===== src/hdl/pes_pkg.sv =====
// package: types, constants and helpers for the pid error statistics block
`timescale 1ns / 1ps
`default_nettype none
package pes_pkg;
    localparam int WIN_DEPTH  = 16;
    localparam int WIN_AW     = 4;
    localparam int DIFF_DEPTH = 4;
    localparam int DIFF_AW    = 2;

    localparam logic [1:0] REG_PERIOD = 2'd0;
    localparam logic [1:0] REG_IMIN   = 2'd1;
    localparam logic [1:0] REG_IMAX   = 2'd2;

    localparam logic OP_PUSH  = 1'b0;
    localparam logic OP_CLEAR = 1'b1;

    typedef struct packed {
        logic               opcode;
        logic signed [15:0] sample;
    } pes_in_t;

    typedef struct packed {
        logic signed [15:0] mean;
        logic [15:0]        rms;
        logic [15:0]        min_rms;
        logic [15:0]        max_rms;
        logic [15:0]        center_rms;
        logic signed [31:0] integral_value;
        logic signed [31:0] derivative;
    } pes_out_t;

    // request between the sequencer and the shared divider
    typedef struct packed {
        logic        start;
        logic [63:0] num;
        logic [39:0] den;
    } pes_div_req_t;

    typedef struct packed {
        logic        done;
        logic [63:0] quo;
    } pes_div_rsp_t;
endpackage
`default_nettype wire


===== src/hdl/pes_div.sv =====
// unsigned restoring divider, one quotient bit per cycle
`timescale 1ns / 1ps
`default_nettype none
module pes_div
    import pes_pkg::*;
(
    input  wire logic         clk,
    input  wire logic         rst_n,
    input  wire pes_div_req_t req,
    output pes_div_rsp_t      rsp
);
    logic [63:0] quo_reg, quo_next;
    logic [40:0] rem_reg, rem_next;
    logic [39:0] den_reg, den_next;
    logic [6:0]  cnt_reg, cnt_next;
    logic        busy_reg, busy_next;
    logic        done_reg, done_next;
    logic [40:0] trial;

    always_comb
    begin
        quo_next  = quo_reg;
        rem_next  = rem_reg;
        den_next  = den_reg;
        cnt_next  = cnt_reg;
        busy_next = busy_reg;
        done_next = 1'b0;
        trial     = {rem_reg[39:0], quo_reg[63]};
        if (req.start)
        begin
            quo_next  = req.num;
            rem_next  = '0;
            den_next  = req.den;
            cnt_next  = 7'd64;
            busy_next = 1'b1;
        end
        else if (busy_reg)
        begin
            quo_next = {quo_reg[62:0], 1'b0};
            if (trial >= {1'b0, den_reg})
            begin
                rem_next    = trial - {1'b0, den_reg};
                quo_next[0] = 1'b1;
            end
            else
            begin
                rem_next = trial;
            end
            cnt_next = cnt_reg - 7'd1;
            if (cnt_reg == 7'd1)
            begin
                busy_next = 1'b0;
                done_next = 1'b1;
            end
        end
    end

    always_ff @(posedge clk or negedge rst_n)
    begin
        if (!rst_n)
        begin
            busy_reg <= 1'b0;
            done_reg <= 1'b0;
            cnt_reg  <= '0;
        end
        else
        begin
            busy_reg <= busy_next;
            done_reg <= done_next;
            cnt_reg  <= cnt_next;
        end
    end

    always_ff @(posedge clk)
    begin
        quo_reg <= quo_next;
        rem_reg <= rem_next;
        den_reg <= den_next;
    end

    assign rsp.done = done_reg;
    assign rsp.quo  = quo_reg;
endmodule
`default_nettype wire


===== config.mk =====
export PLATFORM = sky130hd
export DESIGN_NAME = pes_div
export DESIGN_NICKNAME = d
export VERILOG_FILES = /design/src/hdl/pes_pkg.sv /design/src/hdl/pes_div.sv
export SDC_FILE = /design/constraint.sdc
export NUM_CORES = 1
export LEC_CHECK = 0
export BUFFER_PORTS_ARGS = -buffer_cell sky130_fd_sc_hd__buf_4
export CORE_ASPECT_RATIO = 2
export CORE_MARGIN = 2
export CORE_UTILIZATION = 55
export DETAILED_ROUTE_END_ITERATION = 10
export GPL_TIMING_DRIVEN = 0
export HOLD_SLACK_MARGIN = 0.12
export PLACE_DENSITY = 0.85
export SETUP_SLACK_MARGIN = 0.05
export SYNTH_ARGS = -nofsm -noshare
export SYNTH_HDL_FRONTEND = slang
export SYNTH_SLANG_ARGS = --single-unit

===== constraint.sdc =====
create_clock -name clk -period 3.26 [get_ports clk]
set_clock_uncertainty 0.15 [all_clocks]
set_input_delay 0.326 -clock clk [delete_from_list [all_inputs] [get_ports clk]]
set_output_delay 0.326 -clock clk [all_outputs]
set_load 0.02 [all_outputs]

# Word-level counts from Yosys, hierarchy flattened

Index checks and enable logic that the tools add are counted.

Bitwise operators: 0
$lt $le $gt $ge: 1
Shift-type cells: 0
Div/mod/pow operators: 0
Equal/unequal tests: 1
Muxes and demuxes: 12
Reductions and logical operators: 1
$mul: 0
$add $sub $neg: 2

Operator list:

| cell                                                               | number |
|---|---|
| 64-bit 2-to-1 mux                                                  | 2 |
| 41-bit by 40-bit greater-or-equal comparator with 1-bit output     | 1 |
| 40-bit 2-to-1 mux                                                  | 1 |
| 40-bit subtractor                                                  | 1 |
| 7-bit 2-to-1 mux                                                   | 2 |
| 7-bit by 1-bit == test with 1-bit output, second input constant    | 1 |
| 1-bit 2-to-1 mux                                                   | 7 |
| 7-bit by 1-bit subtractor with 7-bit output, second input constant | 1 |
| 2-bit nonzero test                                                 | 1 |

Output and inout bits: 65
Flip-flop bits (word level): 153
Latch bits: 0
ROM bits: 0
Bits of input ports: 107
Memories: 0
Memory bits (writable): 0

# Longest topological paths before layout

Depth in word-level cells: 4
Depth in mapped cells: 13
Depth with buffers taken out: 11

# Worst setup path before layout

No wires, ideal clock.

Kind: register to register
From: register quo_reg[63]
To: register rem_reg[33]
Slack: 0.453 ns
Setup time: 0.088 ns
Period minus slack after synthesis: 2.807 ns
Required time: 3.022 ns
Arrival time: 2.569 ns
Cell stages (with the launch flop): 11
Cell sequence: edfxtp_1 > inv_1 > ha_1 > nor2b_1 > o2111ai_1 > a21oi_1 > o211ai_1 > a2111oi_0 > nor3_1 > or3b_1 > a311oi_2

Cells in the longest elaborated chain, start to end: 2
Elaborated cells on any way between the ends: 3
Those cells by class: add/sub: 1; order compare: 1; mux: 1

RTL lines:

| item                                                                                                       | line                         | RTL |
|---|---|---|
| from (decl)                                                                                                | pes_div.sv:12                | `logic [63:0] quo_reg, quo_next;` |
| from (signal assigned)                                                                                     | pes_div.sv:76                | `quo_reg <= quo_next;` |
| 40-bit subtractor / 41-bit by 40-bit greater-or-equal comparator with 1-bit output (equally long branches) | pes_div.sv:42, pes_div.sv:40 |  |
| 40-bit 2-to-1 mux (*)                                                                                      | pes_div.sv:40                | `if (trial >= {1'b0, den_reg})` |
| to (signal assigned)                                                                                       | pes_div.sv:77                | `rem_reg <= rem_next;` |
| to (decl)                                                                                                  | pes_div.sv:13                | `logic [40:0] rem_reg, rem_next;` |

Every way passes the cells marked *; elsewhere a longest branch is shown, timed or not.
A chain may end at the register's enable or synchronous reset.

# Final worst setup path

From: register den_reg[3]
To: register rem_reg[25]

Cells in the longest elaborated chain, start to end: 2
Elaborated cells on any way between the ends: 3
Those cells by class: add/sub: 1; order compare: 1; mux: 1

RTL lines:

| item                                                                                                       | line                         | RTL |
|---|---|---|
| from (decl)                                                                                                | pes_div.sv:14                | `logic [39:0] den_reg, den_next;` |
| from (signal assigned)                                                                                     | pes_div.sv:78                | `den_reg <= den_next;` |
| 40-bit subtractor / 41-bit by 40-bit greater-or-equal comparator with 1-bit output (equally long branches) | pes_div.sv:42, pes_div.sv:40 |  |
| 40-bit 2-to-1 mux (*)                                                                                      | pes_div.sv:40                |  |

Marked as above.

==> impl_metrics.csv <==
group,metric,value,unit
timing,final-hold-violation-count,0,
drt,route.final.wire_length,29700,um
cells_and_area,largest_register_ff_count,64,
floorplanning,ioPinCount,172,
synth,yosys_most_used_dff,"edfxtp_1",
synth,synth_area_leaders,"edfxtp_1, dfxtp_1, mux2_2",
place,dp.cells,1244,
run_status,run_status,"finished, final reports clean",
floorplanning,initial_cell_density_of_the_core,56.1,%
pwr,vdd_drop_max,455,uV
cells_and_area,nets,1329,
synth,number_of_nets_produced_by_synthesis,1022,
global_route,global_route.usage.met2,64.1,%
timing,min_period,3.16,ns
floorplanning,die_h,183,um
worst_setup_path,timing.critical_path.to_type,"flop",
synth,synth_enable_flop_cells,104,
cells_and_area,insertedDiodeCount,0,
pwr,p_leak,5.24,nW
global_route,globalRoute.totalOverflow,0,
clock_network,clock_sink_count,153,
clock_network,root_buffer_master,"clkbuf_16",
clock_network,cts_tree,"done",
floorplanning,floorplan.rows,65,
synth,post_synth_num_cell_types,69,
drt,ant_nets,0,
synth,ys_seq_elements,153,
synth,synthTopCellsByCount,"edfxtp_1, nand2_1, nor2_1",
worst_setup_path,worst_ep_required_time,3.45,ns
drt,vias,8684,
drt,drt_pass1_iterations,7,
global_route,grt_antenna_before_repair,0,
timing,highest_attainable_clock_frequency,0.317,GHz
place,number_of_input_and_output_port_buffers_inserted,171,
timing,min_period_over_period,96.9,%
clock_network,cts_htree_levels,4,
clock_network,clk_path_buf_depth,2,
timing,finalWorstSetupSlack,0.102,ns
timing,relSlewSlack,40.8,%
cells_and_area,fin_util,78.5,%
synth,synthMostInstantiatedCell,"edfxtp_1",
timing,worst_slew_pin_slew,0.888,ns
drt,drt-initial-drc-count,662,
timing,timing.final.setup_violations,0,
timing,rsz0062_at_grt,"true",
worst_hold_path,timing.hold.worst.class,"primary input to flop",
floorplanning,placeableCoreArea,15800,um2
synth,synthArstFlopShare,5.88,%
worst_setup_path,setup.worst_path.start_class,"flop",
cells_and_area,layoutNonFillerInstCount,1393,
global_route,globalRouteTotalUtil,34.6,%
synth,synth_largest_area_cell,"edfxtp_1",
pwr,power-per-cell-area,502,nW/um2
global_route,globalRouteMet3Util,6.56,%
floorplanning,die_area,17200,um2
global_route,grt_most_used_layer,"met2",
global_route,grt_pass1_wl,45500,um
cells_and_area,drive_gt1_share,28.9,%
floorplanning,fp.dieW,93.7,um
synth,synthDominantCellAreaShare,35.3,%
run,max_cap_violations,0,
cells_and_area,synthToLayoutAreaGrowth,40.0,%
place,dp.final_hpwl,19000,um
global_route,grt_max_degree,65,
drt,avgViaCountPerCell,6.23,
cells_and_area,n_fill_cell,937,
synth,synth_area,8850,um2
place,routabilityCongestion,1.01,
worst_setup_path,worst-endpoint-arrival,3.35,ns
place,dpl_worst_slack,-0.204,ns
global_route,first_global_vias,8995,
drt,detail_route.drc_violations,0,
clock_network,worstSkewPairLatency,0.44,ns
drt,routedWlPerCell,21.3,um
synth,synthesized_area_divided_by_synthesized_cell_count,10.2,um2
global_route,met1_track_usage_gr,33.7,%
synth,yosysSeqAreaShare,46.9,%
timing,timing.final.max_slew_violations,0,
clock_network,clkTransAtPathRegs,0.06,ns
synth,yosys_warning_count,0,
worst_setup_path,cp_max_fo,6,
pwr,design_power_total,6.22,mW
worst_setup_path,critical_path_class,"flop to flop",
clock_network,cts-buffers-inserted,17,
synth,synthCells,872,
-- kinds of logic (layout without fill, tap and decap cells) --
logic type,count (synthesis),count (layout),share of synthesized area [%]
compound gates,195,195,15.6
xor+xnor,28,28,2.77
fa+ha+maj,43,43,6.16
buf+inv,104,424,4.73
flops,153,153,46.9
mux,68,68,8.59
simple gates,281,281,15.3
-- worst max-delay path, stage by stage, from the launching register on --
cell and delay, ns:
edfxtp_1 0.32, inv_1 0.04, ha_1 0.38, a21o_1 0.23, a21oi_2 0.17, a21oi_2 0.10, o211ai_1 0.48, buf_4 0.22
a211oi_2 0.08, o21ai_0 0.21, or3b_1 0.42, a311oi_2 0.25
-- where the power goes --
group / internal (mW) / total (mW) / switching [mW]
registers: 2.33 / 2.49 / 0.161
logic: 0.731 / 1.63 / 0.897
clock network: 1.22 / 2.10 / 0.880
total: 4.28 / 6.22 / 1.94
-- per-layer routing --
metal  vias to the layer above  part of all wire [%]
li1                       3858                     -
met3                       173                   6.4
met1                      4122                    32
met5                         -                     0
met4                         0                   7.1
met2                       531                    54
-- timing repair --
action                                  CTS  global route
gates cloned                              0             0
setup buffers                             4            10
gates resized for setup                  12            44
endpoints found under the hold margin   113             0
endpoints found under the setup margin   41            41
hold buffers                            106             0
pin swaps                                 3            12
-- worst paths after layout --
path	startpoint	to	slack [ns]	cells past startpoint
setup / recovery	den_reg[3]	rem_reg[25]	0.10	11
hold / removal	req[104]	den_reg[8]	0.30	1
setup reg to reg	den_reg[3]	rem_reg[25]	0.10	11
hold reg to reg	rem_reg[30]	rem_reg[31]	0.34	2
max in group asynchronous	rst_n	done_reg	1.87	3
min in group asynchronous	rst_n	cnt_reg[6]	0.78	3
-- cells in the final DEF (no fill, tap or decap), drive strengths merged, types with 17 or more instances in the layout --
cell | synthesis | layout
a21oi | 45 | 45
a311oi | 30 | 30
buf | 22 | 203
clkbuf | 30 | 48
dfxtp | 40 | 40
dlygate4sd3 | 0 | 106
edfxtp | 104 | 104
ha | 42 | 42
inv | 52 | 59
mux2 | 64 | 64
nand2 | 92 | 92
nand3 | 20 | 20
nand4 | 21 | 21
nor2 | 69 | 69
nor3 | 17 | 17
o21ai | 32 | 32
-- cell type report --
cell class                      count  area, um2  share of cell area, %
Timing Repair Buffer              291       2460                   19.9
Sequential cell                   153       4150                   33.5
Tap cell                          201        251                   2.03
Clock buffer                       17        425                   3.43
Inverter                           52        195                   1.58
Buffer                             49        243                   1.96
Multi-Input combinational cell    615       4480                   36.1
Clock inverter                     15        189                   1.52
-- per-stage QoR --
step	hold WS, ns	setup TNS, ns	cell area, um2
after floorplan	-0.120	0	8850
after global placement	0.00336	-28.14	10400
after detailed placement	0.00591	-8.70	10400
after CTS	0.290	0	12200
after global routing	0.316	0	12400
final	0.295	0	12400
Power figures use the tool's default switching activity.
