==> src/hdl/pes_pkg.sv <==
// package: types, constants and helpers for the pid error statistics block
`timescale 1ns / 1ps
`default_nettype none
package pes_pkg;
    localparam int WIN_DEPTH  = 16;
    localparam int WIN_AW     = 4;
    localparam int DIFF_DEPTH = 4;
    localparam int DIFF_AW    = 2;

    localparam logic [1:0] REG_PERIOD = 2'd0;
    localparam logic [1:0] REG_IMIN   = 2'd1;
    localparam logic [1:0] REG_IMAX   = 2'd2;

    localparam logic OP_PUSH  = 1'b0;
    localparam logic OP_CLEAR = 1'b1;

    typedef struct packed {
        logic               opcode;
        logic signed [15:0] sample;
    } pes_in_t;

    typedef struct packed {
        logic signed [15:0] mean;
        logic [15:0]        rms;
        logic [15:0]        min_rms;
        logic [15:0]        max_rms;
        logic [15:0]        center_rms;
        logic signed [31:0] integral_value;
        logic signed [31:0] derivative;
    } pes_out_t;

    // request between the sequencer and the shared divider
    typedef struct packed {
        logic        start;
        logic [63:0] num;
        logic [39:0] den;
    } pes_div_req_t;

    typedef struct packed {
        logic        done;
        logic [63:0] quo;
    } pes_div_rsp_t;
endpackage
`default_nettype wire

==> src/hdl/pes_sqrt.sv <==
// integer square root, one result bit per cycle
`timescale 1ns / 1ps
`default_nettype none
module pes_sqrt
    import pes_pkg::*;
(
    input  wire logic        clk,
    input  wire logic        rst_n,
    input  wire logic        start,
    input  wire logic [39:0] radicand,
    output logic             done,
    output logic [19:0]      root
);
    logic [39:0] v_reg, v_next;
    logic [39:0] r_reg, r_next;
    logic [39:0] bit_reg, bit_next;
    logic        busy_reg, busy_next;
    logic        done_reg, done_next;
    logic [39:0] rb;

    always_comb
    begin
        v_next    = v_reg;
        r_next    = r_reg;
        bit_next  = bit_reg;
        busy_next = busy_reg;
        done_next = 1'b0;
        rb        = r_reg + bit_reg;
        if (start)
        begin
            v_next    = radicand;
            r_next    = '0;
            bit_next  = 40'h4000000000;
            busy_next = 1'b1;
        end
        else if (busy_reg)
        begin
            if (v_reg >= rb)
            begin
                v_next = v_reg - rb;
                r_next = (r_reg >> 1) + bit_reg;
            end
            else
            begin
                r_next = r_reg >> 1;
            end
            bit_next = bit_reg >> 2;
            if (bit_reg[0])
            begin
                busy_next = 1'b0;
                done_next = 1'b1;
            end
        end
    end

    always_ff @(posedge clk or negedge rst_n)
    begin
        if (!rst_n)
        begin
            busy_reg <= 1'b0;
            done_reg <= 1'b0;
        end
        else
        begin
            busy_reg <= busy_next;
            done_reg <= done_next;
        end
    end

    always_ff @(posedge clk)
    begin
        v_reg   <= v_next;
        r_reg   <= r_next;
        bit_reg <= bit_next;
    end

    assign done = done_reg;
    assign root = r_reg[19:0];
endmodule
`default_nettype wire

==> config.mk <==
export PLATFORM = sky130hd
export DESIGN_NAME = pes_sqrt
export DESIGN_NICKNAME = d
export VERILOG_FILES = /design/src/hdl/pes_pkg.sv /design/src/hdl/pes_sqrt.sv
export SDC_FILE = /design/constraint.sdc
export NUM_CORES = 1
export LEC_CHECK = 0
export BUFFER_PORTS_ARGS = -buffer_cell sky130_fd_sc_hd__buf_2
export CAP_MARGIN = 15
export CORE_AREA = 2 2 124 126
export CTS_CLUSTER_SIZE = 30
export DETAILED_ROUTE_END_ITERATION = 10
export DIE_AREA = 0 0 126 128
export GPL_ROUTABILITY_DRIVEN = 0
export PLACE_DENSITY = 0.88
export SYNTH_ARGS = -nofsm -noshare
export SYNTH_HDL_FRONTEND = slang
export SYNTH_SLANG_ARGS = --single-unit
==> constraint.sdc <==
create_clock -name clk -period 14.7 [get_ports clk]
set_clock_uncertainty 0.2 [all_clocks]
set_input_delay 0.735 -clock clk [delete_from_list [all_inputs] [get_ports clk]]
set_output_delay 0.735 -clock clk [all_outputs]
set_load 0.01 [all_outputs]
## Word level (Yosys, flattened, before mapping)

Index checks and enable logic that the tools add are counted.

| storage, ports and cells | value |
|---|---|
| bits in registers | 102 |
| input port bits | 43 |
| output and inout port bits | 21 |
| word-level logic and storage cells | 22 |

| cells by class | value |
|---|---|
| $add $sub $neg | 3 |
| magnitude comparators | 1 |
| mux-type cells | 10 |
| reduce and logical (&&, ||, !) cells | 3 |

Operators with widths:

| cell | count |
|---|---|
| $mux 40 | 4 |
| $add 39x39->40 | 1 |
| $add 40x39->40 | 1 |
| $ge 40x40->1 | 1 |
| $sub 40x40->40 | 1 |
| $mux 1 | 6 |
| $reduce_bool 2->1 | 2 |
| $reduce_and 2->1 | 1 |

## Longest topological paths before layout

Gate-level depths: netlist of run 1.

| logic depth | value |
|---|---|
| word-level depth | 5 |
| depth in mapped cells | 24 |

## Least setup slack after synthesis of run 1

No wires, ideal clock.

| path | value |
|---|---|
| path type | register to register |
| start | register r_reg[0] |
| end | register v_reg[0] (enable) |
| library setup time | 0.396 ns |
| arrival time | 4.990 ns |
| data required time | 14.104 ns |
| slack | 9.114 ns |
| cell stages (with the launch flop) | 21 |
| buffers on the path | 1 |
| period minus slack after synthesis | 5.586 ns |
| cells stage by stage | dfxtp_1 > ha_1 > ha_1 > a211oi_1 > o31ai_1 > a2111o_1 > a31oi_1 > o31ai_1 > o21a_1 > and3_1 > o21ai_1 > xor2_1 > ha_1 > nand4_2 > nor2_2 > nand3_1 > nor4_1 > o211ai_1 > nand3_1 > clkbuf_1 > a21o_1 |

| on the way | value |
|---|---|
| cells in the longest elaborated chain, start to end | 4 |

Ends and longest elaborated chain:

| element | RTL line | source |
|---|---|---|
| from (decl) | pes_sqrt.sv:15 | `logic [39:0] r_reg, r_next;` |
| from (signal assigned) | pes_sqrt.sv:73 | `r_reg <= r_next;` |
| $add 40x39->40 | pes_sqrt.sv:28 | `rb = r_reg + bit_reg;` |
| $ge 40x40->1 | pes_sqrt.sv:38 | `if (v_reg >= rb)` |
| $reduce_bool 2->1 (no line) | -- |  |
| $reduce_and 2->1 (no line) | -- |  |
| to (signal assigned) | pes_sqrt.sv:72 | `v_reg <= v_next;` |
| to (decl) | pes_sqrt.sv:14 | `logic [39:0] v_reg, v_next;` |

No other way between the ends.
A chain may end at the register's enable or synchronous reset.

## Worst setup path after layout of run 1

| path | value |
|---|---|
| start | register bit_reg[0] |
| end | register v_reg[36] (enable) |

| on the way | value |
|---|---|
| cells in the longest elaborated chain, start to end | 4 |

Ends and longest elaborated chain:

| element | RTL line | source |
|---|---|---|
| from (decl) | pes_sqrt.sv:16 | `logic [39:0] bit_reg, bit_next;` |
| from (signal assigned) | pes_sqrt.sv:74 | `bit_reg <= bit_next;` |
| $add 40x39->40 | pes_sqrt.sv:28 |  |
| $ge 40x40->1 | pes_sqrt.sv:38 |  |
| $reduce_bool 2->1 (no line) | -- |  |
| $reduce_and 2->1 (no line) | -- |  |

No other way between the ends.

==> results of run 1 <==
==> final timing paths <==
kind,from,to,slack (ns),cells after the start
min in group asynchronous,rst_n,busy_reg,0.48,2
hold reg to reg,r_reg[0],r_reg[0],0.32,2
setup / recovery,bit_reg[0],v_reg[36],8.86,21
setup reg to reg,bit_reg[0],v_reg[36],8.86,21
max in group asynchronous,rst_n,busy_reg,13.71,2
hold / removal,r_reg[0],r_reg[0],0.32,2
==> cell families (layout without fill, tap and decap cells) <==
| kind of cell | Yosys count | in the layout | share of synthesized area, % |
|---|---|---|---|
| XOR/XNOR | 86 | 86 | 8.359 |
| AND/OR/NAND/NOR | 322 | 322 | 16.43 |
| flip-flops | 102 | 102 | 27.21 |
| buffers and inverters | 115 | 122 | 5.929 |
| multiplexers | 34 | 34 | 3.874 |
| adder cells (fa/ha/maj) | 83 | 83 | 11.61 |
| AO/OA/AOI/OAI | 361 | 361 | 26.59 |
==> final cells by class <==
class / count / area (µm²) / area share (%)
multi-input combinational: 886 / 6025 / 63.32
tap: 188 / 235.2 / 2.472
sequential: 102 / 2456 / 25.82
clock buffer: 13 / 270.3 / 2.841
timing repair buffer: 69 / 365.4 / 3.840
clock inverter: 3 / 23.77 / 0.2499
inverter: 37 / 138.9 / 1.460
==> cells in the final DEF, fill, tap and decap left out, types with 6 or more instances in the layout <==
master / synthesis / layout
buf_4: 21 / 6
o21bai_1: 9 / 9
mux2i_1: 27 / 27
a21oi_1: 67 / 67
a211oi_1: 20 / 20
mux2_2: 7 / 7
nor2b_1: 6 / 6
and3_1: 11 / 11
edfxtp_1: 40 / 40
nand3_1: 13 / 13
o31ai_1: 8 / 8
xor2_1: 40 / 40
a31oi_1: 32 / 32
buf_2: 11 / 62
clkbuf_16: 0 / 9
o21a_1: 11 / 11
a221oi_1: 8 / 8
ha_1: 82 / 82
nor2_1: 103 / 103
inv_1: 37 / 37
or3_1: 12 / 12
nand2_1: 114 / 114
o21ai_0: 96 / 96
a21o_1: 28 / 28
xnor2_1: 46 / 46
nand4_1: 17 / 17
a311oi_1: 13 / 13
o21ai_1: 10 / 10
dfxtp_1: 60 / 60
nor3_1: 17 / 17
o211ai_1: 11 / 11
==> per-layer routing <==
metal	track usage (%)	up-vias	part of all wire [%]
li1	-	4050	-
met1	32.49	3820	43
met2	47.12	252	49
met3	5.384	62	5.5
met4	10.08	0	3.0
met5	0	-	0
==> worst reg2reg max path, cell delays in order (launching register included) <==
cell and delay, ns:
dfxtp_1 0.39, ha_1 0.21, ha_1 0.21, a211oi_1 0.11, o31ai_1 0.60, a2111o_1 0.30
a31oi_1 0.14, o31ai_1 0.42, o21a_1 0.19, and3_1 0.16, o21ai_1 0.06, xor2_1 0.16
ha_1 0.41, nand4_2 0.16, nor2_2 0.16, nand3_1 0.14, nor4_1 0.24, o211ai_1 0.14
nand3_1 0.10, buf_4 0.33, a21o_1 0.18, buf_4 0.46
==> per-stage QoR <==
step	util [%]	setup slack, ns	total power, mW	cell area [µm²]
5_1_grt	64.01	8.438	1.932	9514
4_1_cts	64.01	8.967	1.779	9514
6_report	64.01	8.856	1.801	9514
2_1_floorplan	-	9.114	1.311	9011
3_3_place_gp	61.96	9.119	1.500	9210
3_5_place_dp	61.96	8.994	1.527	9210
==> power by group <==
group / internal, mW / switching, mW / leakage (nW)
clock: 0.130 / 0.113 / 0.147
sequential: 0.407 / 0.0583 / 0.925
combinational: 0.428 / 0.665 / 2.95
==> results by group, run 1 <==
Detailed routing
  – Vias: 8184
  – DRC Markers: 0
  – Drt initial violations: around 660
  – Pre-Repair DR Iteration Count: 6
  – Detail Route Antenna Nets: 0
  – Drt total wl: approximately 22000 µm
  – DR WL/cell: 16.62 µm
  – DR vias/cell: around 6.3

STA
  – RSZ-0062 raised after global routing: no
  – Max Slew Vio Count: 0
  – Setup TNS: 0 ns
  – FMAX: 171.1 MHz
  – Max-slew headroom: 42.24%
  – Worst-Margin Slew: 0.8663 ns
  – Worst Hold Slack: 0.3212 ns
  – Final setup violation count: 0
  – Tcrit/Tclk final: 39.75%
  – Final Critical Period: 5.844 ns
  – Fin. Hold Viols: 0

Logic synthesis
  – Largest cells by area after synthesis: dfxtp_1, edfxtp_1, ha_1, o21ai_0, nand2_1
  – #FFs+latches synth: 102
  – Syn_nets: 1229
  – Yosys cell types: 77
  – Synth top area share: 13.33%
  – Synth area leader: dfxtp_1
  – Sequential cell area fraction in the yosys report: 27.21%
  – Top cells by instance count after synthesis: nand2_1, nor2_1, o21ai_0
  – Synth Flop Type: dfxtp_1
  – Avg Cell Area, Syn: 8.170 µm²
  – Synthesized netlist cell count: around 1.1k
  – Most frequent cell after synthesis: nand2_1
  – Mapped Area: 9011 µm²
  – Synthesis Warnings: 0
  – Number of synthesized flops with an enable pin: 40
  – Fraction of registers with async set/reset: 1.961%

Critical path
  – CP dominant cell by count: ha_1
  – Crit path max-delay family: compound AO/OA/AOI/OAI gates
  – CP Cell Sequence: ha_1 -> ha_1 -> a211oi_1 -> o31ai_1 -> a2111o_1 -> a31oi_1 -> o31ai_1 -> o21a_1 -> and3_1 -> o21ai_1 -> xor2_1 -> ha_1 -> nand4_2 -> nor2_2 -> nand3_1 -> nor4_1 -> o211ai_1 -> nand3_1 -> buf_4 -> a21o_1 -> buf_4
  – Critical Path Sink Type: flip-flop
  – CP required: 14.50 ns
  – WP data arrival: 5.64 ns
  – Crit Path Class: reg2reg
  – Crit-path max FO: 40
  – Crit-path slowest cell: o31ai_1
  – CP bufs+invs: 2
  – Worst path max stage delay: ~0.60 ns
  – Critical Path Start Type: flip-flop

Floorplanning
  – Core Region: 14860 µm²
  – I/O pin count: 64
  – Die area: 16130 µm²
  – Initial core utilization: 60.62%
  – Die X-Extent: ~130 µm
  – # rows: 45
  – Die Y: 128 µm

Power
  – IR drop worst, VDD: between 0.1 and 0.15 mV
  – Leakage power figure: 4.023 nW
  – Power per Cell Area: 189.3 nW/µm²

Hold path
  – Worst min path class: reg2reg

Status
  – Status: completed

GRT
  – First-pass GRT wire length: approximately 36000 µm
  – GR Util All Layers: a little over a quarter
  – Remaining Overflow, GRT: 0
  – Vias in the first global route: 7744
  – Largest net degree at the start of global routing: 87
  – Antenna violations before repair: 0

Finish
  – Layout area overhead: 5.582%
  – Final nets: around 1.2k
  – Fillers: 1272
  – Final Non-Filler Cells: 1298
  – Layout cells sized above 1: 10.99%
  – Antenna Cells: 0

Placement
  – IO buf count: 63
  – Final HPWL DP: between 15000 and 20000 µm
  – Placed Cells: 1281

CTS
  – Clock Sink Count: 102
  – Longest Clk Path Bufs: 2
  – CTS root buf: clkbuf_16
  – # hold bufs at CTS: 1
  – H-tree levels: 3
  – CTS resizes: 0
  – CTS Buf Count: 9
  – Worst skew pair latency: 0.37 ns
  – Clock slew at reported path FFs: 0.07 ns
  – CTS tree: built
  – Setup Buffers After CTS: 0

Run
  – Max Cap Violations: 0
Power figures use the tool's default switching activity.
==> run 2: changes to the inputs <==
- CORE_AREA: 2 2 124 126 -> 2 2 130 132
- DIE_AREA: 0 0 126 128 -> 0 0 132 134
- PLACE_DENSITY: 0.88 -> 0.84
- clock period: 14.7 -> 5.19 ns (I/O delays scaled with it)
==> run 2 against run 1 <==
  * Utilization increased by 1.6 points
  * Total power increased to 3.3 times the previous value
  * Setup slack lost 8.8 ns
  * Global-route usage down 0.62 points
  * Design area rose by 12%
  * Critical path depth decreased by 1
  * Non-clock buffer count is 88 higher
  * Combinational power grew to 3.5 times the previous value
  * Maximum frequency increased by 15%
  * Worst hold slack worse by 0.32 ns
  * Register-to-register slack worse by 8.8 ns
  * Largest cell class unchanged
  * Highest routed layer unchanged
==> results by group, run 2 (synthesis gave the netlist of run 1 again) <==
Status
  – Status: completed

Critical path
  – WP data arrival: 5.18 ns
  – Critical Path Sink Type: flip-flop
  – Crit-path max FO: 13
  – Critical Path Start Type: flip-flop
  – Crit Path Class: reg2reg
  – CP required: 5.27 ns

Detailed routing
  – DR WL/cell: 17.61 µm
  – Drt initial violations: 762
  – Vias: 8817
  – Detail Route Antenna Nets: 0
  – DRC Markers: 0
  – DR vias/cell: between 6 and 7
  – Drt total wl: 24980 µm
  – Pre-Repair DR Iteration Count: 6

STA
  – Tcrit/Tclk final: 98.33%
  – Final setup violation count: 0
  – Final Critical Period: 5.103 ns
  – Worst-Margin Slew: ~0.63 ns
  – Fin. Hold Viols: 0
  – Min setup slack post-route: between 0.08 and 0.09 ns
  – Max Slew Vio Count: 0
  – Max-slew headroom: 57.80%
  – FMAX: 196.0 MHz

Floorplanning
  – Die Y: 134 µm
  – # rows: 47
  – I/O pin count: 64
  – Initial core utilization: 55.32%
  – Die X-Extent: 132 µm
  – Core Region: 16290 µm²
  – Die area: 17690 µm²

Hold path
  – Worst min path class: in2async

Run
  – Max Cap Violations: 0

GRT
  – Largest net degree at the start of global routing: 61
  – Remaining Overflow, GRT: 0
  – Vias in the first global route: 8272
  – Antenna violations before repair: 0
  – GR Util All Layers: 26.19%
  – First-pass GRT wire length: ~38000 µm

Placement
  – Final HPWL DP: 16640 µm
  – IO buf count: 63
  – Dpl ws: -0.1437 ns

Finish
  – Antenna Cells: 0
  – Final nets: 1320
  – Final core occ: about 66%
  – Layout area overhead: 18.58%
  – Layout cells sized above 1: 17.76%
  – Leading cell type in the layout, fill and taps excluded: nand2_1
  – Commonest non-fill, non-tap cells in the layout: nand2_1, nor2_1, o21ai_0, ha_1, a21oi_1

CTS
  – CTS tree: built
  – CTS root buf: clkbuf_16
  – Worst skew pair latency: 0.37 ns
  – Longest Clk Path Bufs: 2
  – CTS Buf Count: 9
  – Clock slew at reported path FFs: 0.08 ns
  – H-tree levels: 3
  – Clock Sink Count: between 100 and 150

Power
  – IR drop worst, VDD: 0.3052 mV
  – Power per Cell Area: approximately 550 nW/µm²
  – Leakage power figure: 4.514 nW
run 2: changes by cell type in the layout (fill, tap and decap cells not counted), sizes merged:
cell         change
buf             +50
a21o             +1
bufinv           +1
dlygate4sd3     +35
inv              +1
clkbuf           +1
run 2: through the flow:
stage          power [mW]  setup TNS (ns)  std cells  hold WS (ns)  cell area, µm²
2_1_floorplan       3.715               0       1103       -0.2361            9019
3_3_place_gp        4.377               0       1349       -0.1493            9540
3_5_place_dp        4.463          -5.625       1349       -0.1502            9540
4_1_cts             5.277               0       1402     0.0006169           10250
5_1_grt             6.233         -0.5253       1419      0.003262           10690
6_report            5.863               0       1419     0.0002796           10690
run 2: area by class of cell:
type                       instances  area (µm²)
multi-input combinational        887        6285
fill                            1274        5604
clock inverter                     5       61.31
tap                              220       275.3
timing repair buffer             157        1206
inverter                          37       138.9
clock buffer                      11       254.0
sequential                       102        2465
run 2: layer usage:
layer | track usage (%) | share of wire, % | up-vias
li1 | - | - | 4229
met1 | 30.23 | 41 | 4126
met2 | 47.37 | 50 | 375
met3 | 5.404 | 6.3 | 87
met4 | 10.57 | 3.7 | 0
met5 | 0 | 0 | -
run 2: report_power, final:
part / switching [mW] / internal [mW]
clock: 0.335 / 0.409
combinational: 2.17 / 1.64
sequential: 0.150 / 1.15
run 2: timing repair:
item	CTS	global route
gates cloned	1	4
resized for setup	4	57
endpoints found under the setup margin	63	92
hold endpoints to repair	37	0
pin swaps	0	27
setup buffers	0	13
hold buffers	36	0
run 2: path summary, 6_finish.rpt:
kind	from	end	slack, ns	cells past startpoint
max	r_reg[0]	r_reg[17]	0.09	20
min	rst_n	busy_reg	0.0003	2
max reg2reg	r_reg[0]	r_reg[17]	0.09	20
min reg2reg	r_reg[34]	r_reg[34]	0.34	2
max in group asynchronous	rst_n	busy_reg	4.68	2
min in group clk	radicand[33]	v_reg[33]	0	3
run 2: worst max-delay path, stage by stage (launching register included):
cell and delay (ns):
dfxtp_2 0.34, ha_4 0.17, ha_4 0.17, a211oi_4 0.28, o31ai_2 0.12, a2111o_1 0.42, a31oi_2 0.23, buf_4 0.15
buf_4 0.10, nor2_1 0.03, o21ai_0 0.22, xor2_1 0.13, ha_1 0.39, and3_1 0.27, nand4_1 0.19, nor4_4 0.30
o211ai_1 0.18, and3_4 0.27, clkbuf_16 0.19, or3_1 0.37, a311oi_1 0.27
==> run 3: changes to the inputs <==
- REMOVE_ABC_BUFFERS: not set -> 1
==> run 3 against run 2 <==
  * Cell count is 1.9% lower
  * Total power is 3.0% lower
  * Sequential power hardly changed
  * Combinational power is 4% lower
  * Wire length shrank 1.2%
  * Register-to-register slack improved by 0.03 ns
  * Die area is the same
  * Critical path type unchanged
  * Design area is 2.0% lower
  * Utilization down 1.3 points
==> results by group, run 3 (synthesis gave the netlist of run 1 again) <==
Floorplanning
  – Die X-Extent: 132 µm
  – Die area: between 15000 and 20000 µm²
  – I/O pin count: 64
  – # rows: 47
  – Initial core utilization: between 50 and 60%
  – Die Y: 134 µm
  – Core Region: 16290 µm²

Power
  – IR drop worst, VDD: 0.3609 mV
  – Psw: 2.588 mW
  – Internal Pwr Total: 3.099 mW
  – Leakage power figure: 4.394 nW
  – Register share of total power: 22.9%
  – Sw frac: 45.50%
  – Power per Cell Area: 543.1 nW/µm²
  – Logic pwr share: 64.2%
  – Clock network power share: 13.0%

GRT
  – GRT Max-Usage Layer: met2
  – Antenna violations before repair: 0
  – Met1 Resource Use GR: 31.42%
  – GRT met3 Usage: ~4.2%
  – Vias in the first global route: 8268
  – Largest net degree at the start of global routing: 55
  – GR Util All Layers: between 20% and 30%
  – First-pass GRT wire length: about 39000 µm
  – Grt met2 use: 47.57%
  – Remaining Overflow, GRT: 0

Placement
  – DP Area: 9430 µm²
  – Final HPWL DP: 16860 µm
  – IO buf count: 63

Finish
  – Final core occ: 64.28%
  – Leading cell type in the layout, fill and taps excluded: nand2_1
  – Final Instance Area: 10470 µm²
  – Sequential Area: between 2000 and 2500 µm²
  – Fillers: around 1.3k
  – Layout area overhead: 16.20%
  – Multi-input gate area: 6281 µm²
  – Commonest non-fill, non-tap cells in the layout: nand2_1, nor2_1, o21ai_0, ha_1, a21oi_1
  – Final nets: 1293
  – Antenna Cells: 0
  – Layout cells sized above 1: 17.06%

Critical path
  – WP data arrival: around 5.1 ns
  – CP startpoint: r_reg[0]
  – Critical Path Sink Type: flip-flop
  – Critical Path Start Type: flip-flop
  – CP required: 5.26 ns
  – R2R Path Start: r_reg[0]
  – Crit-path max FO: 13
  – Crit Path Class: reg2reg

Detailed routing
  – Detail Route Antenna Nets: 0
  – DR vias/cell: 6.256
  – Drt total wl: 24690 µm
  – DRC Markers: 0
  – Vias: 8708
  – DR WL/cell: between 15 and 20 µm
  – Pre-Repair DR Iteration Count: 5
  – Drt initial violations: 809

CTS
  – CTS Buf Count: 9
  – H-tree levels: 3
  – Clock Sink Count: 102
  – CTS root buf: clkbuf_16
  – CTS tree: built
  – Clock slew at reported path FFs: 0.08 ns
  – Worst skew pair latency: 0.37 ns
  – Longest Clk Path Bufs: 2

STA
  – Fin. Hold Viols: 0
  – Tcrit/Tclk final: between 90% and 100%
  – Final setup violation count: 0
  – Worst-Margin Slew: 0.8440 ns
  – Final Critical Period: 5.069 ns
  – Max Slew Vio Count: 0
  – Max-slew headroom: 43.73%
  – FMAX: between 150 and 200 MHz

Hold path
  – Hold path start: radicand[23]
  – Worst min path class: in2reg

Status
  – Status: completed

Run
  – Max Cap Violations: 0
run 3: cell type report:
cell class / count / share of cell area (%)
Inverter: 37 / 1.326
Clock inverter: 5 / 0.5974
Timing Repair Buffer: 131 / 9.535
Sequential cell: 102 / 23.52
Clock buffer: 11 / 2.414
Multi-Input combinational cell: 886 / 59.98
Tap cell: 220 / 2.629
run 3: critical path, cell delays in order (launching register included):
cell	delay, ns
dfxtp_2	0.34
ha_2	0.22
ha_4	0.18
a211oi_2	0.27
o31ai_2	0.11
a2111o_1	0.49
a31oi_4	0.23
o31ai_4	0.09
o21a_1	0.19
and3_1	0.19
o21ai_2	0.12
xor2_1	0.18
ha_1	0.27
buf_4	0.17
a21o_1	0.18
a21oi_2	0.16
o21ai_0	0.08
a31oi_1	0.32
and3_4	0.31
buf_12	0.12
clkbuf_16	0.16
o21ai_0	0.10
a311oi_1	0.29
run 3: worst paths after layout:
path | depth (start not counted) | to | slack, ns
setup / recovery | 22 | r_reg[5] | 0.12
hold / removal | 3 | v_reg[23] | 0.005
setup reg to reg | 22 | r_reg[5] | 0.12
hold reg to reg | 2 | r_reg[0] | 0.31
max in group asynchronous | 3 | busy_reg | 4.09
min in group asynchronous | 3 | busy_reg | 0.55
run 3: what timing repair did:
action                     4_1_cts  5_1_grt
setup endpoints to repair       29       87
setup buffers                    2        8
hold buffers                    30        0
hold endpoints to repair        30        0
cloned                           1        1
resized for setup               14       47
pin swaps                        5       26
run 3: per-layer routing:
layer | wire (µm) | up-vias
li1 | - | 4162
met1 | 9969 | 4137
met2 | 12540 | 344
met3 | 1434 | 65
met5 | 0 | -
met4 | 743 | 0
run 3: per-stage QoR:
| stage | std cells | TNS (ns) | total power [mW] | hold WS, ns | setup WS (ns) |
|---|---|---|---|---|---|
| finish | 1392 | 0 | 5.687 | 0.004570 | 0.1215 |
| global route | 1392 | -1.184 | 6.059 | 0.01636 | -0.1625 |
| CTS | 1383 | 0 | 5.336 | 0.001478 | 0.01612 |
| detailed placement | 1334 | -0.1174 | 4.431 | -0.1478 | -0.03397 |
| global placement | 1334 | 0 | 4.332 | -0.1539 | 0.08694 |
| floorplan | 1025 | -20.14 | 3.602 | -0.2361 | -0.4920 |
run 3: power groups by stage:
| stage | Sequential, mW | Combinational (mW) | Clock, mW |
|---|---|---|---|
| 2_1_floorplan | 1.27 | 2.33 | 0 |
| 3_3_place_gp | 1.30 | 3.03 | 0 |
| 3_5_place_dp | 1.31 | 3.12 | 0 |
| 4_1_cts | 1.29 | 3.29 | 0.750 |
| 5_1_grt | 1.32 | 3.97 | 0.775 |
| 6_report | 1.30 | 3.65 | 0.737 |
